===== config.mk =====
export PLATFORM = sky130hd
export DESIGN_NAME = time_sync_request_fsm
export DESIGN_NICKNAME = d
export VERILOG_FILES = /design/src/rtl/tsrf_pkg.sv /design/src/rtl/time_sync_request_fsm.sv
export SDC_FILE = /design/constraint.sdc
export NUM_CORES = 1
export LEC_CHECK = 0
export BUFFER_PORTS_ARGS = -buffer_cell sky130_fd_sc_hd__clkbuf_2
export CAP_MARGIN = 20
export CORE_ASPECT_RATIO = 1.4
export CORE_MARGIN = 8
export CORE_UTILIZATION = 62
export DETAILED_ROUTE_END_ITERATION = 6
export GPL_TIMING_DRIVEN = 0
export PLACE_DENSITY = 0.81
export SYNTH_ARGS = -nofsm -noshare
export SYNTH_HDL_FRONTEND = slang
export SYNTH_SLANG_ARGS = --single-unit
export TNS_END_PERCENT = 20

===== constraint.sdc =====
create_clock -name clk -period 5.4 [get_ports clk]
set_clock_uncertainty 0.15 [all_clocks]
set_input_delay 0.54 -clock clk [delete_from_list [all_inputs] [get_ports clk]]
set_output_delay 0.54 -clock clk [all_outputs]
set_load 0.005 [all_outputs]

===== src/rtl/tsrf_pkg.sv =====
// Package for the time-sync request sequencer.
// Holds the phase type, register indexes, frame and reply constants and the digit helper.
// No dependencies.
package tsrf_pkg;

    localparam int STORE_BYTES_DEF = 32;

    // only the first bytes of the receive store are ever inspected
    localparam int REPLY_BYTES = 23;
    localparam int REPLY_IDX_W = 5;
    localparam int CLEAR_BYTES = 20;

    localparam int FRAME_BYTES = 9;
    localparam int FRAME_IDX_W = 4;

    localparam int CFG_INDEX_W = 2;
    localparam int CFG_DATA_W  = 32;

    localparam logic [CFG_INDEX_W-1:0] CFG_STEP_DELAY  = 2'd0;
    localparam logic [CFG_INDEX_W-1:0] CFG_ACK_TIMEOUT = 2'd1;
    localparam logic [CFG_INDEX_W-1:0] CFG_READER_ID   = 2'd2;

    localparam logic [15:0] STEP_DELAY_RST  = 16'd10;
    localparam logic [15:0] ACK_TIMEOUT_RST = 16'd100;

    localparam logic [1:0] REQ_TICK   = 2'd0;
    localparam logic [1:0] REQ_BYTE   = 2'd1;
    localparam logic [1:0] REQ_REWIND = 2'd2;
    localparam logic [1:0] REQ_ENABLE = 2'd3;

    localparam logic OUT_FRAME = 1'b0;
    localparam logic OUT_CLOCK = 1'b1;

    localparam logic [7:0] CH_LT   = 8'h3C; // '<'
    localparam logic [7:0] CH_F    = 8'h46; // 'F'
    localparam logic [7:0] CH_E    = 8'h45; // 'E'
    localparam logic [7:0] CH_SEMI = 8'h3B; // ';'
    localparam logic [7:0] CH_O    = 8'h4F; // 'O'
    localparam logic [7:0] CH_K    = 8'h4B; // 'K'
    localparam logic [7:0] CH_GT   = 8'h3E; // '>'
    localparam logic [7:0] CH_ZERO = 8'h30; // '0'
    localparam logic [7:0] TEN     = 8'd10;

    typedef enum logic [2:0] {
        PH_IDLE   = 3'd0,
        PH_CHECK  = 3'd1,
        PH_SEND   = 3'd2,
        PH_WAIT   = 3'd3,
        PH_FINISH = 3'd4
    } phase_t;

    // two ASCII digits to a value, wrapping at 8 bits
    function automatic logic [7:0] two_digits(input logic [7:0] tens, input logic [7:0] units);
        logic [7:0] t;
        logic [7:0] u;
        t = tens - CH_ZERO;
        u = units - CH_ZERO;
        return 8'(t * TEN) + u;
    endfunction

endpackage


===== src/rtl/time_sync_request_fsm.sv =====
// Time-sync request sequencer, top level.
// Depends on tsrf_pkg for the phase type, constants and the digit helper.
//
// Usage:
//   s_* channel carries one request per transaction: s_tuser is the request
//   type (tick, received byte, rewind receive pointer, enable), s_tdata the
//   received byte. m_* channel carries results: request frame bytes
//   (m_tuser 0, m_tlast on the closing '>') and the clock setting
//   (m_tuser 1, m_tlast 1) with the parsed date and time in m_tdata.
//   cfg_* writes step_delay, ack_timeout and reader_id; always ready.
// Latency and throughput:
//   Each request is processed in the cycle it is accepted; its first result
//   appears on m_* the next cycle. One request per cycle is taken while the
//   output register is empty or drains its final beat. A send step emits a
//   nine-byte frame from the output serializer, one byte per cycle while
//   m_tready is high, and the input holds off until its last byte is taken;
//   a clock setting is a single beat, and a new request is taken with it.
// Reset:
//   rst_n clears phase, counters, flags, receive store and held time, and
//   loads the register defaults.
// Stall:
//   While m_tready is low the pending result holds and s_tready stays low.
module time_sync_request_fsm
#(
    parameter int STORE_BYTES = tsrf_pkg::STORE_BYTES_DEF
)
(
    input  logic                             clk,
    input  logic                             rst_n,

    input  logic                             s_tvalid,
    output logic                             s_tready,
    input  logic [7:0]                       s_tdata,   // [7:0] rx_byte
    input  logic [1:0]                       s_tuser,   // [1:0] req_type

    output logic                             m_tvalid,
    input  logic                             m_tready,
    // [7:0] tx_byte, [15:8] second, [23:16] minute, [31:24] hour,
    // [39:32] day, [47:40] month, [55:48] year
    output logic [55:0]                      m_tdata,
    output logic                             m_tuser,   // [0] out_kind
    output logic                             m_tlast,

    input  logic                             cfg_valid,
    output logic                             cfg_ready,
    input  logic [tsrf_pkg::CFG_INDEX_W-1:0] cfg_index,
    input  logic [tsrf_pkg::CFG_DATA_W-1:0]  cfg_data
);

    import tsrf_pkg::*;

    localparam int PTR_W = $clog2(STORE_BYTES + 1);

    // configuration
    logic [15:0] step_delay_reg;
    logic [15:0] ack_timeout_reg;
    logic [31:0] reader_id_reg;

    // sequencer state
    phase_t      phase_reg, phase_next;
    logic [15:0] tick_count_reg, tick_count_next;
    logic        enabled_reg, enabled_next;
    logic        synced_reg, synced_next;
    logic [PTR_W-1:0] rx_pointer_reg, rx_pointer_next;
    logic [7:0]  rx_store_reg [REPLY_BYTES];
    logic [7:0]  held_time_reg [6];

    // output serializer
    logic                   out_valid_reg;
    logic                   out_kind_reg;
    logic [FRAME_IDX_W-1:0] out_idx_reg;

    logic        accept;
    logic        out_fire;
    logic        out_last_beat;
    logic        emit_frame;
    logic        emit_clock;
    logic        store_write;
    logic        store_clear;
    logic        reply_ok;
    logic [15:0] tick_inc;
    logic        passed;
    logic [7:0]  frame_byte;

    assign cfg_ready = 1'b1;

    assign out_last_beat = (out_kind_reg == OUT_CLOCK) ||
                           (out_idx_reg == FRAME_IDX_W'(FRAME_BYTES - 1));
    assign out_fire      = out_valid_reg && m_tready;
    assign s_tready      = !out_valid_reg || (m_tready && out_last_beat);
    assign accept        = s_tvalid && s_tready;

    assign tick_inc = tick_count_reg + 16'd1;
    assign passed   = tick_inc > step_delay_reg;

    assign reply_ok = (rx_store_reg[0] == CH_LT)   && (rx_store_reg[1] == CH_F) &&
                      (rx_store_reg[2] == CH_E)    && (rx_store_reg[3] == CH_SEMI) &&
                      (rx_store_reg[4] == CH_O)    && (rx_store_reg[5] == CH_K) &&
                      (rx_store_reg[6] == CH_SEMI) && (rx_store_reg[15] == CH_SEMI) &&
                      (rx_store_reg[22] == CH_GT);

    // next state of the sequencer
    always_comb
    begin
        phase_next      = phase_reg;
        tick_count_next = tick_count_reg;
        enabled_next    = enabled_reg;
        synced_next     = synced_reg;
        rx_pointer_next = rx_pointer_reg;
        emit_frame      = 1'b0;
        emit_clock      = 1'b0;
        store_write     = 1'b0;
        store_clear     = 1'b0;
        if (accept)
        begin
            unique case (s_tuser)
                REQ_TICK:
                begin
                    tick_count_next = tick_inc;
                    unique case (phase_reg)
                        PH_IDLE:
                        begin
                            if (passed)
                            begin
                                tick_count_next = '0;
                                if (enabled_reg)
                                    phase_next = PH_CHECK;
                            end
                        end
                        PH_CHECK:
                        begin
                            if (passed)
                            begin
                                tick_count_next = '0;
                                if (enabled_reg && !synced_reg)
                                    phase_next = PH_SEND;
                            end
                        end
                        PH_SEND:
                        begin
                            if (passed)
                            begin
                                tick_count_next = '0;
                                if (enabled_reg)
                                begin
                                    emit_frame = 1'b1;
                                    phase_next = PH_WAIT;
                                end
                            end
                        end
                        PH_WAIT:
                        begin
                            if (tick_inc < ack_timeout_reg)
                            begin
                                if (enabled_reg && reply_ok)
                                begin
                                    store_clear = 1'b1;
                                    phase_next  = PH_FINISH;
                                end
                            end
                            else
                            begin
                                tick_count_next = '0;
                                phase_next      = PH_SEND;
                            end
                        end
                        PH_FINISH:
                        begin
                            if (passed && enabled_reg)
                            begin
                                tick_count_next = '0;
                                synced_next     = 1'b1;
                                enabled_next    = 1'b0;
                                emit_clock      = 1'b1;
                                phase_next      = PH_IDLE;
                            end
                        end
                        default:
                        begin
                            // unused phase codes only advance the counter
                        end
                    endcase
                end
                REQ_BYTE:
                begin
                    // saturate at the end of the store
                    if (rx_pointer_reg < PTR_W'(STORE_BYTES))
                    begin
                        rx_pointer_next = rx_pointer_reg + PTR_W'(1);
                        store_write     = rx_pointer_reg < PTR_W'(REPLY_BYTES);
                    end
                end
                REQ_REWIND:
                begin
                    rx_pointer_next = '0;
                end
                REQ_ENABLE:
                begin
                    enabled_next = 1'b1;
                end
                default:
                begin
                end
            endcase
        end
    end

    always_ff @(posedge clk or negedge rst_n)
    begin
        if (!rst_n)
        begin
            step_delay_reg  <= STEP_DELAY_RST;
            ack_timeout_reg <= ACK_TIMEOUT_RST;
            reader_id_reg   <= '0;
        end
        else if (cfg_valid && cfg_ready)
        begin
            unique case (cfg_index)
                CFG_STEP_DELAY:  step_delay_reg  <= cfg_data[15:0];
                CFG_ACK_TIMEOUT: ack_timeout_reg <= cfg_data[15:0];
                CFG_READER_ID:   reader_id_reg   <= cfg_data;
                default:
                begin
                    // writes beyond the register list are dropped
                end
            endcase
        end
    end

    always_ff @(posedge clk or negedge rst_n)
    begin
        if (!rst_n)
        begin
            phase_reg      <= PH_IDLE;
            tick_count_reg <= '0;
            enabled_reg    <= 1'b0;
            synced_reg     <= 1'b0;
            rx_pointer_reg <= '0;
        end
        else
        begin
            phase_reg      <= phase_next;
            tick_count_reg <= tick_count_next;
            enabled_reg    <= enabled_next;
            synced_reg     <= synced_next;
            rx_pointer_reg <= rx_pointer_next;
        end
    end

    always_ff @(posedge clk or negedge rst_n)
    begin
        if (!rst_n)
        begin
            for (int i = 0; i < REPLY_BYTES; i++)
                rx_store_reg[i] <= '0;
        end
        else if (store_write)
        begin
            rx_store_reg[rx_pointer_reg[REPLY_IDX_W-1:0]] <= s_tdata;
        end
        else if (store_clear)
        begin
            for (int i = 0; i < CLEAR_BYTES; i++)
                rx_store_reg[i] <= '0;
        end
    end

    always_ff @(posedge clk or negedge rst_n)
    begin
        if (!rst_n)
        begin
            for (int i = 0; i < 6; i++)
                held_time_reg[i] <= '0;
        end
        else if (store_clear)
        begin
            held_time_reg[3] <= two_digits(rx_store_reg[7],  rx_store_reg[8]);
            held_time_reg[4] <= two_digits(rx_store_reg[9],  rx_store_reg[10]);
            held_time_reg[5] <= two_digits(rx_store_reg[13], rx_store_reg[14]);
            held_time_reg[2] <= two_digits(rx_store_reg[16], rx_store_reg[17]);
            held_time_reg[1] <= two_digits(rx_store_reg[18], rx_store_reg[19]);
            held_time_reg[0] <= two_digits(rx_store_reg[20], rx_store_reg[21]);
        end
    end

    // output serializer: load on a new result, advance one beat per transaction
    always_ff @(posedge clk or negedge rst_n)
    begin
        if (!rst_n)
        begin
            out_valid_reg <= 1'b0;
            out_kind_reg  <= OUT_FRAME;
            out_idx_reg   <= '0;
        end
        else if (emit_frame || emit_clock)
        begin
            out_valid_reg <= 1'b1;
            out_kind_reg  <= emit_clock ? OUT_CLOCK : OUT_FRAME;
            out_idx_reg   <= '0;
        end
        else if (out_fire)
        begin
            if (out_last_beat)
                out_valid_reg <= 1'b0;
            else
                out_idx_reg <= out_idx_reg + FRAME_IDX_W'(1);
        end
    end

    always_comb
    begin
        unique case (out_idx_reg)
            4'd0:    frame_byte = CH_LT;
            4'd1:    frame_byte = CH_F;
            4'd2:    frame_byte = CH_E;
            4'd3:    frame_byte = CH_SEMI;
            4'd4:    frame_byte = reader_id_reg[31:24];
            4'd5:    frame_byte = reader_id_reg[23:16];
            4'd6:    frame_byte = reader_id_reg[15:8];
            4'd7:    frame_byte = reader_id_reg[7:0];
            default: frame_byte = CH_GT;
        endcase
    end

    // result fields
    always_comb
    begin
        m_tvalid = out_valid_reg;
        m_tuser  = out_kind_reg;
        m_tlast  = out_last_beat;
        if (out_kind_reg == OUT_CLOCK)
            m_tdata = {held_time_reg[5], held_time_reg[4], held_time_reg[3],
                       held_time_reg[2], held_time_reg[1], held_time_reg[0], 8'd0};
        else
            m_tdata = {48'd0, frame_byte};
    end

endmodule

Yosys cells after proc, flatten, opt, wreduce, memory -nomap -nowiden
Cells that the tools add are included.
- memory bits (writable): 0
- input port bits: 49
- logic and storage cells: 203
- register bits after elaboration: 329
- memories: 0
- ROM bits: 0
- bits in latches: 0
- output and inout port bits: 61
- order comparisons: 6
- equality and inequality tests: 38
- multiply operators: 6
- shifts and indexed selects: 0
- reduce and logical (&&, ||, !) cells: 41
- mux-type cells: 50
- div/mod/pow operators: 0
- add/subtract/negate cells: 21
- bitwise logic cells: 1
- operators by type and width (cell ; number):
    $mux 160 ; 2
    $bwmux 184 ; 1
    $sub 8x6->8 const B ; 12
    $pmux 8 s8 ; 1
    $mux 56 ; 1
    $add 8x8->8 ; 6
    $mul 8x3->7 const B ; 6
    $mux 16 ; 3
    $pmux 16 s3 ; 1
    $demux 8 s5 ; 1
    $eq 8x6->1 const B ; 5
    $eq 8x7->1 const B ; 4
    $mux 3 ; 9
    $mux 1 ; 23
    $ne 2x2->1 const B ; 10
    $add 16x1->16 const B ; 1
    $eq 4x3->1 const B ; 4
    $gt 16x16->1 ; 1
    $lt 16x16->1 ; 1
    $logic_and 1x1->1 ; 15
    $pmux 3 s5 ; 1
    $mux 4 ; 3
    $pmux 6 s2 ; 1
    $reduce_and 2->1 ; 6
    31 further kinds ; 45

Depth between registers and ports, before layout
Gate-level depths: netlist of the first run.
- word-level depth: 17
- mapped depth: 16
- depth with buffers taken out: 14

Worst setup path after synthesis of the first run
OpenSTA, ideal clock, no wires.
- path type: reg2reg
- from: register tick_count_reg[0]
- to: register tick_count_reg[15]
- cell stages (with the launch flop): 16
- arrival time: 3603 ps
- library setup time: 124 ps
- setup slack: 1523 ps
- data required time: 5126 ps
- path buffers: 1
- period minus slack after synthesis: 3877 ps
- cell sequence: dfrtp_1 ha_1 and3_1 and3_1 and3_1 nand3_1 xnor2_1 ha_1 nand4_1 or3_1 or4_1 nand3_2 a32o_2 buf_2 nor2_1 a211o_1
- word-level cells in the longest chain between the ends: 5
- elaborated cells on any way between the ends: 8
- those cells by class: add/sub (1); order compare (2); mux (4); reduce/logical (1)
- ends and longest elaborated chain (what ; line ; RTL):
    start, declared ; time_sync_request_fsm.sv:61 ; logic [15:0] tick_count_reg, tick_count_next;
    start signal, assigned ; time_sync_request_fsm.sv:243 ; tick_count_reg <= tick_count_next;
    $add 16x1->16 * ; time_sync_request_fsm.sv:93 ; assign tick_inc = tick_count_reg + 16'd1;
    $gt 16x16->1 ; time_sync_request_fsm.sv:94 ; assign passed = tick_inc > step_delay_reg;
    $logic_and 1x1->1 ; time_sync_request_fsm.sv:169 ; if (passed && enabled_reg)
    $mux 16 ; time_sync_request_fsm.sv:169 ;
    $pmux 16 s3 * ; time_sync_request_fsm.sv:120 ; unique case (phase_reg)
Mark *: on every way between the ends. The rest lies on a longest branch, timed or not.
A chain may end at the register's enable or synchronous reset.

Final worst setup path of the first run
- from: register tick_count_reg[0]
- to: register held_time_reg[15] in the netlist's numbering
- word-level cells in the longest chain between the ends: 6
- ends and longest elaborated chain (what ; line ; RTL):
    $add 16x1->16 ; time_sync_request_fsm.sv:93 ;
    $lt 16x16->1 ; time_sync_request_fsm.sv:153 ; if (tick_inc < ack_timeout_reg)
    $mux 1 ; time_sync_request_fsm.sv:153 ;
    $mux 1 ; time_sync_request_fsm.sv:120 ;
    $mux 1 ; time_sync_request_fsm.sv:116 ; unique case (s_tuser)
    $mux 1 ; time_sync_request_fsm.sv:114 ; if (accept)
    end, declared ; time_sync_request_fsm.sv:66 ; logic [7:0] held_time_reg [6];
Every way passes these cells.

==> results.py, run 1 <==
metrics = {
    "clock_tree": {
        "cts_buffers": 29,
        "cts_max_level": 1,
        "clockRootBuffer": "clkbuf_16",
        "clk_pin_slew_worst_paths_ns": 0.07,
        "clk_path_buf_depth": 3,
        "cts_sinks": 307,
        "clk_latency_ns": 0.56,
        "cts_resized": 0,
        "cts_tree": "done",
    },
    "job": {
        "cap_violations": 0,
    },
    "sta": {
        "setup_violations": 0,
        "slew_headroom_pct": 40.7,
        "period_share_pct": 88.9,
        "holdWs_ns": 0.0584,
        "setup_tns_ns": 0,
        "period_minus_slack_ns": 4.80,
        "max_freq_ghz": 0.208,
        "hold_viol": 0,
        "drv_slew": 0,
        "max_slew.worst_pin.slew_ns": 0.890,
        "rsz0062_at_grt": "false",
    },
    "drt": {
        "ant_nets": 0,
        "via_per_inst": 5.84,
        "vias": 12700,
        "routed_wl_um": 40400,
        "dr.first_iter.drc_count": 821,
        "drtPass1Iterations": 5,
        "avgRoutedWirePerCell_um": 18.6,
        "drcViolationCount": 0,
    },
    "cells_and_area": {
        "stdcell_count": 2172,
        "mostFrequentLayoutCell": "dfrtp_1",
        "final_util_pct": 70.1,
        "largest_register_ff_count": 162,
        "layout.nets": 1994,
        "final_layout_size_suffix_gt1_share_pct": 16.5,
        "syn_to_final_growth_pct": 12.5,
        "final_cell_mix": "302 x dfrtp_1, 283 x nand2_1, 154 x ha_1",
        "diodes": 0,
    },
    "setup_path": {
        "reg2reg_to": "held_time_reg[15]",
        "r2r_slack_ns": 0.60,
        "path_max_fanout": 10,
        "critPathKind": "reg -> reg",
        "r2r_cells": 14,
        "cp.required_ns": 5.68,
        "crit_path_end_kind": "flop",
        "reg2reg_from": "tick_count_reg[0]",
        "critPathArrivalTime_ns": 5.08,
        "worst_setup_path_start_kind": "flop",
    },
    "yosys": {
        "avgSynthCellArea_um2": 10.4,
        "postSynth.asyncResetShare_pct": 100,
        "ys_ff_latch": 307,
        "ys_warn_count": 0,
        "ys_seq_area_share_pct": 45.0,
        "synthesis.area_mm2": 0.0171,
        "synthFlopType": "dfrtp_1",
        "syn_inst": 1637,
        "ys_types": 74,
        "syn_nets": 1852,
        "synth_edf_count": 0,
    },
    "pwr": {
        "vdd_drop_max_mv": 0.315,
        "power.total_mw": 6.42,
        "leakage_nw": 9.81,
        "powerDensity_mw_per_mm2": 334,
    },
    "placed_design": {
        "dp_hpwl_um": 29000,
        "place_congestion": 0.899,
        "dp_cells": 2117,
        "port_buffers": 108,
    },
    "global_route": {
        "first_global_vias": 13400,
        "grt_pass1_wl_um": 66300,
        "antenna_found_initial": 1,
        "grt_overflow_total": 0,
        "grt_max_degree": 119,
        "track_usage_pct": 24.8,
    },
    "worst_hold_path": {
        "hold_start": "cfg_data[26]",
        "hold_class": "in -> reg",
        "hold_end": "reader_id_reg[26]",
        "hold_depth": 2,
    },
    "floorplanning": {
        "core_area_mm2": 0.0274,
        "dieArea_mm2": 0.0332,
        "rows": 72,
        "start_util_pct": 62.4,
        "io_pins": 110,
        "fp.dieW_um": 156,
        "die_h_um": 212,
    },
    "status": {
        "run_status": "completed",
    },
}
kinds of logic after synthesis:
group / share of synthesized area (%)
buffers and inverters: 4.20
XOR/XNOR: 4.36
other: 0.0220
flip-flops: 45.0
multiplexers: 9.16
AND/OR/NAND/NOR: 14.6
AO/OA/AOI/OAI: 9.93
adder cells (fa/ha/maj): 12.7
stage by stage:
stage / worst slack, ns / instance area [um^2]
after floorplan: 1.52 / 17100
after global placement: -2.73 / 18100
after detailed placement: 0.701 / 18100
after CTS: 0.690 / 19200
after global routing: 0.442 / 19200
final: 0.601 / 19200
timing repair:
item | in CTS | in global routing
hold endpoints to repair | 74 | 0
hold buffers | 1 | 0
buffers inserted | 0 | 0
critical path: stages (launching register included):
cell,delay (ns)
dfrtp_1,0.45
nand4_1,0.14
nor3_1,0.56
and3_1,0.27
nand3_1,0.10
xnor2_1,0.37
ha_1,0.32
a211o_1,0.27
a211oi_1,0.30
o21a_1,0.19
nand3_2,0.13
nor4_4,0.60
buf_6,0.28
buf_6,0.22
mux2_1,0.34
power by group:
part	switching, mW	total (mW)	internal [mW]
clock	0.897	2.24	1.34
combinational	0.793	1.35	0.553
sequential	0.226	2.83	2.60
worst max-delay path by stage:
stage,start,endpoint
finish,tick_count_reg[0],held_time_reg[15]
global route,tick_count_reg[2],held_time_reg[45]
CTS,tick_count_reg[0],held_time_reg[15]
detailed placement,tick_count_reg[0],held_time_reg[15]
global placement,rst_n,held_time_reg[14]
floorplan,tick_count_reg[0],tick_count_reg[15]
cells in the mapped netlist, types with 34 or more instances:
cell type / count / area share [%]
mux2_2: 90 / 5.9
a21oi_1: 37 / 1.1
a21o_1: 35 / 1.5
nand2_1: 283 / 6.2
xnor2_1: 57 / 2.9
dfrtp_1: 302 / 44
inv_1: 99 / 2.2
nor2_1: 34 / 0.75
clkbuf_1: 44 / 0.97
mux2_1: 48 / 3.2
and2_1: 53 / 1.9
ha_1: 154 / 11
o21ai_0: 98 / 2.9
routing by layer:
layer  vias to the layer above  GRT usage (%)  wire length [um]
met1                      6250           27.5             15100
met2                       404           45.9             21500
met5                         -              0                 0
met4                         0           12.8              1970
met3                       129           2.60              1900
li1                       5891              -                 -
layout make-up:
class,instances,area (um^2)
Fill cell,2050,8180
Timing Repair Buffer,111,614
Clock inverter,15,236
Sequential cell,307,7690
Inverter,99,372
Buffer,71,347
Multi-Input combinational cell,1160,8680
Tap cell,370,463
Clock buffer,39,813
Power figures use the tool's default switching activity.
==> inputs of run 2 (changes only) <==
--- a/config.mk
+++ b/config.mk
@@ -5,14 +5,15 @@
 export SDC_FILE = /design/constraint.sdc
 export NUM_CORES = 1
 export LEC_CHECK = 0
-export BUFFER_PORTS_ARGS = -buffer_cell sky130_fd_sc_hd__clkbuf_2
+export ABC_AREA = 1
+export BUFFER_PORTS_ARGS = -buffer_cell sky130_fd_sc_hd__buf_2
 export CAP_MARGIN = 20
 export CORE_ASPECT_RATIO = 1.4
 export CORE_MARGIN = 8
-export CORE_UTILIZATION = 62
+export CORE_UTILIZATION = 61
 export DETAILED_ROUTE_END_ITERATION = 6
 export GPL_TIMING_DRIVEN = 0
-export PLACE_DENSITY = 0.81
+export PLACE_DENSITY = 0.8
 export SYNTH_ARGS = -nofsm -noshare
 export SYNTH_HDL_FRONTEND = slang
 export SYNTH_SLANG_ARGS = --single-unit
==> results.py, run 2 <==
metrics = {
    "cells_and_area": {
        "final_layout_size_suffix_gt1_share_pct": 10.9,
        "design_area_mm2": 0.0190,
        "diodes": 0,
        "mostFrequentLayoutCell": "nand2_1",
        "largest_register_ff_count": 162,
        "layout.nets": 2289,
        "syn_to_final_growth_pct": 13.4,
        "final_cell_mix": "410 x nand2_1, 302 x dfrtp_1, 283 x inv_1",
    },
    "setup_path": {
        "path_max_fanout": 10,
        "crit_path_end_kind": "flop",
        "critPathKind": "reg -> reg",
        "cp.required_ns": 5.71,
        "worst_setup_path_start_kind": "flop",
        "critPathArrivalTime_ns": 4.87,
    },
    "yosys": {
        "avgSynthCellArea_um2": 8.67,
        "ys_types": 39,
        "postSynth.asyncResetShare_pct": 100,
        "ys_seq_area_share_pct": 45.9,
        "synthAdderAreaFrac_pct": 12.9,
        "synthFlopType": "dfrtp_1",
        "ys_warn_count": 0,
        "ys_ff_latch": 307,
        "synth_top_family_by_area": "simple AND/OR/NAND/NOR gates",
        "yosys-top-cells-area": "dfrtp_1 45%, ha_1 12%, nand2_1 9.2%",
        "yosys.area_share.simple_pct": 17.0,
        "yosysTopAreaCell": "dfrtp_1",
        "synth_edf_count": 0,
        "synthesis.area_mm2": 0.0167,
        "syn_nets": 2146,
        "synth_common_cells": "410 x nand2_1, 302 x dfrtp_1, 283 x inv_1, 168 x o21ai_0, 154 x ha_1",
        "synthMuxAreaShare_pct": 1.08,
        "synth.most_common_cell": "nand2_1",
        "synth_compound_area_share_pct": 10.8,
        "syn_inst": 1931,
        "synth_xor_area_share_pct": 3.56,
        "synth_top_area_share_pct": 45.1,
    },
    "global_route": {
        "grt_max_degree": 113,
        "first_global_vias": 14600,
        "antenna_found_initial": 0,
        "grt_pass1_wl_um": 72400,
        "grt_overflow_total": 0,
        "track_usage_pct": 27.5,
    },
    "floorplanning": {
        "rows": 72,
        "core_area_mm2": 0.0273,
        "dieArea_mm2": 0.0331,
        "die_h_um": 212,
        "io_pins": 110,
        "fp.dieW_um": 156,
        "start_util_pct": 61.4,
    },
    "drt": {
        "routed_wl_um": 44200,
        "dr.first_iter.drc_count": 862,
        "ant_nets": 0,
        "vias": 14000,
        "avgRoutedWirePerCell_um": 17.9,
        "via_per_inst": 5.67,
        "drtPass1Iterations": 7,
        "drcViolationCount": 1,
    },
    "status": {
        "violations": "DRC",
        "run_status": "complete, but fails checks",
    },
    "placed_design": {
        "dp_hpwl_um": 32000,
        "place_congestion": 0.916,
        "port_buffers": 108,
        "place_area_mm2": 0.0178,
    },
    "clock_tree": {
        "clk_latency_ns": 0.59,
        "clockRootBuffer": "clkbuf_16",
        "cts_max_level": 1,
        "cts_buffers": 30,
        "clk_pin_slew_worst_paths_ns": 0.06,
        "cts_sinks": 307,
        "cts_setup_buffers": 0,
        "cts_resized": 0,
        "cts_tree": "done",
        "clk_path_buf_depth": 3,
    },
    "sta": {
        "max_slew.worst_pin.slew_ns": 0.901,
        "setup_tns_ns": 0,
        "rsz0062_at_grt": "false",
        "period_share_pct": 84.5,
        "slew_headroom_pct": 39.9,
        "max_freq_ghz": 0.219,
        "hold_viol": 0,
        "drv_slew": 0,
        "holdWs_ns": 0.0409,
        "period_minus_slack_ns": 4.56,
        "setup_violations": 0,
    },
    "pwr": {
        "powerDensity_mw_per_mm2": 387,
        "intPower_mw": 5.02,
        "power_switching_mw": 2.34,
        "leakage_nw": 10.5,
        "pwr-share-comb_pct": 26.4,
        "p_sw_share_pct": 31.8,
        "power_frac_clock_pct": 33.7,
        "vdd_drop_max_mv": 0.362,
        "seq_power_share_pct": 39.9,
    },
    "job": {
        "cap_violations": 0,
    },
    "worst_hold_path": {
        "hold_class": "in -> reg",
    },
}
run 2: cell types whose count changed after synthesis, moves of 33 or more:
cell | before | now
inv_1 | 99 | 283
nand2_1 | 283 | 410
nand3_1 | 21 | 133
mux2_2 | 90 | 16
o21ai_0 | 98 | 168
and2_1 | 53 | 0
mux2_1 | 48 | 0
o22ai_1 | 1 | 44
nor2_1 | 34 | 76
a21o_1 | 35 | 2
run 2: layout make-up:
cell class                 count  area (um^2)
tap                          370          463
clock buffer                  33          782
sequential                   307         7690
fill                        2124         8300
buffer                        80          397
multi-input combinational   1258         7590
clock inverter                21          390
inverter                     286         1070
timing repair buffer         111          616
run 2: cell families (layout without fill, tap and decap cells):
logic type / after synthesis / in the layout
xor gates and xnor gates: 68 / 68
AOI/OAI and AO/OA: 332 / 332
buffers and inverters: 366 / 531
other: 1 / 1
DFF: 307 / 307
muxes: 16 / 16
adders and majority gates: 166 / 166
and+or+nand+nor: 675 / 675
run 2: per-stage QoR:
stage	total power [mW]	instances	worst slack (ns)	utilization, %
4_1_cts	7.39	2466	0.937	69.6
3_3_place_gp	4.76	2409	-1.87	65.0
3_5_place_dp	4.88	2411	0.971	65.3
6_report	7.36	2466	0.839	69.6
5_1_grt	7.80	2466	0.450	69.6
2_1_floorplan	4.33	1931	1.97	-
run 2: critical path: stages, from the launching register on:
cell      delay, ns
dfrtp_1        0.45
ha_1           0.21
nand2_1        0.08
nor2_1         0.18
nand4_1        0.17
nor3_1         0.33
inv_1          0.12
nor2_1         0.16
xor2_1         0.22
inv_1          0.10
ha_1           0.28
nand2_1        0.06
nor3_1         0.27
nand2_1        0.09
nand2_1        0.15
nand3_1        0.11
nand2_1        0.08
inv_1          0.04
nor2_1         0.26
nand3_1        0.41
clkbuf_1       0.35
nand2_1        0.12
nand2_1        0.05
run 2: final timing paths:
path	startpoint	to	slack, ns	depth (start not counted)
hold reg to reg	synced_reg	synced_reg	0.32	1
min in group asynchronous	rst_n	reader_id_reg[30]	0.39	2
max in group asynchronous	rst_n	held_time_reg[21]	3.69	3
hold / removal	cfg_data[21]	reader_id_reg[21]	0.04	2
setup / recovery	tick_count_reg[0]	tick_count_reg[14]	0.84	22
setup reg to reg	tick_count_reg[0]	tick_count_reg[14]	0.84	22
run 2: power groups by stage:
stage | Sequential (mW) | Combinational [mW] | Clock [mW]
finish | 2.93 | 1.95 | 2.48
global route | 2.97 | 2.23 | 2.60
CTS | 2.93 | 1.96 | 2.50
detailed placement | 2.96 | 1.91 | 0
global placement | 2.95 | 1.82 | 0
floorplan | 2.89 | 1.44 | 0
run 2: metal layers:
layer | vias up | wire length [um] | GRT usage [%]
met5 | - | 0 | 0
met4 | 0 | 2700 | 17.0
met3 | 158 | 2690 | 4.03
met2 | 500 | 22900 | 50.2
met1 | 6742 | 15900 | 29.4
li1 | 6574 | - | -
run 2: what timing repair did:
action                                  4_1_cts  5_1_grt
endpoints found under the hold margin        84        0
hold buffers                                  1        0
endpoints found under the setup margin        0        0
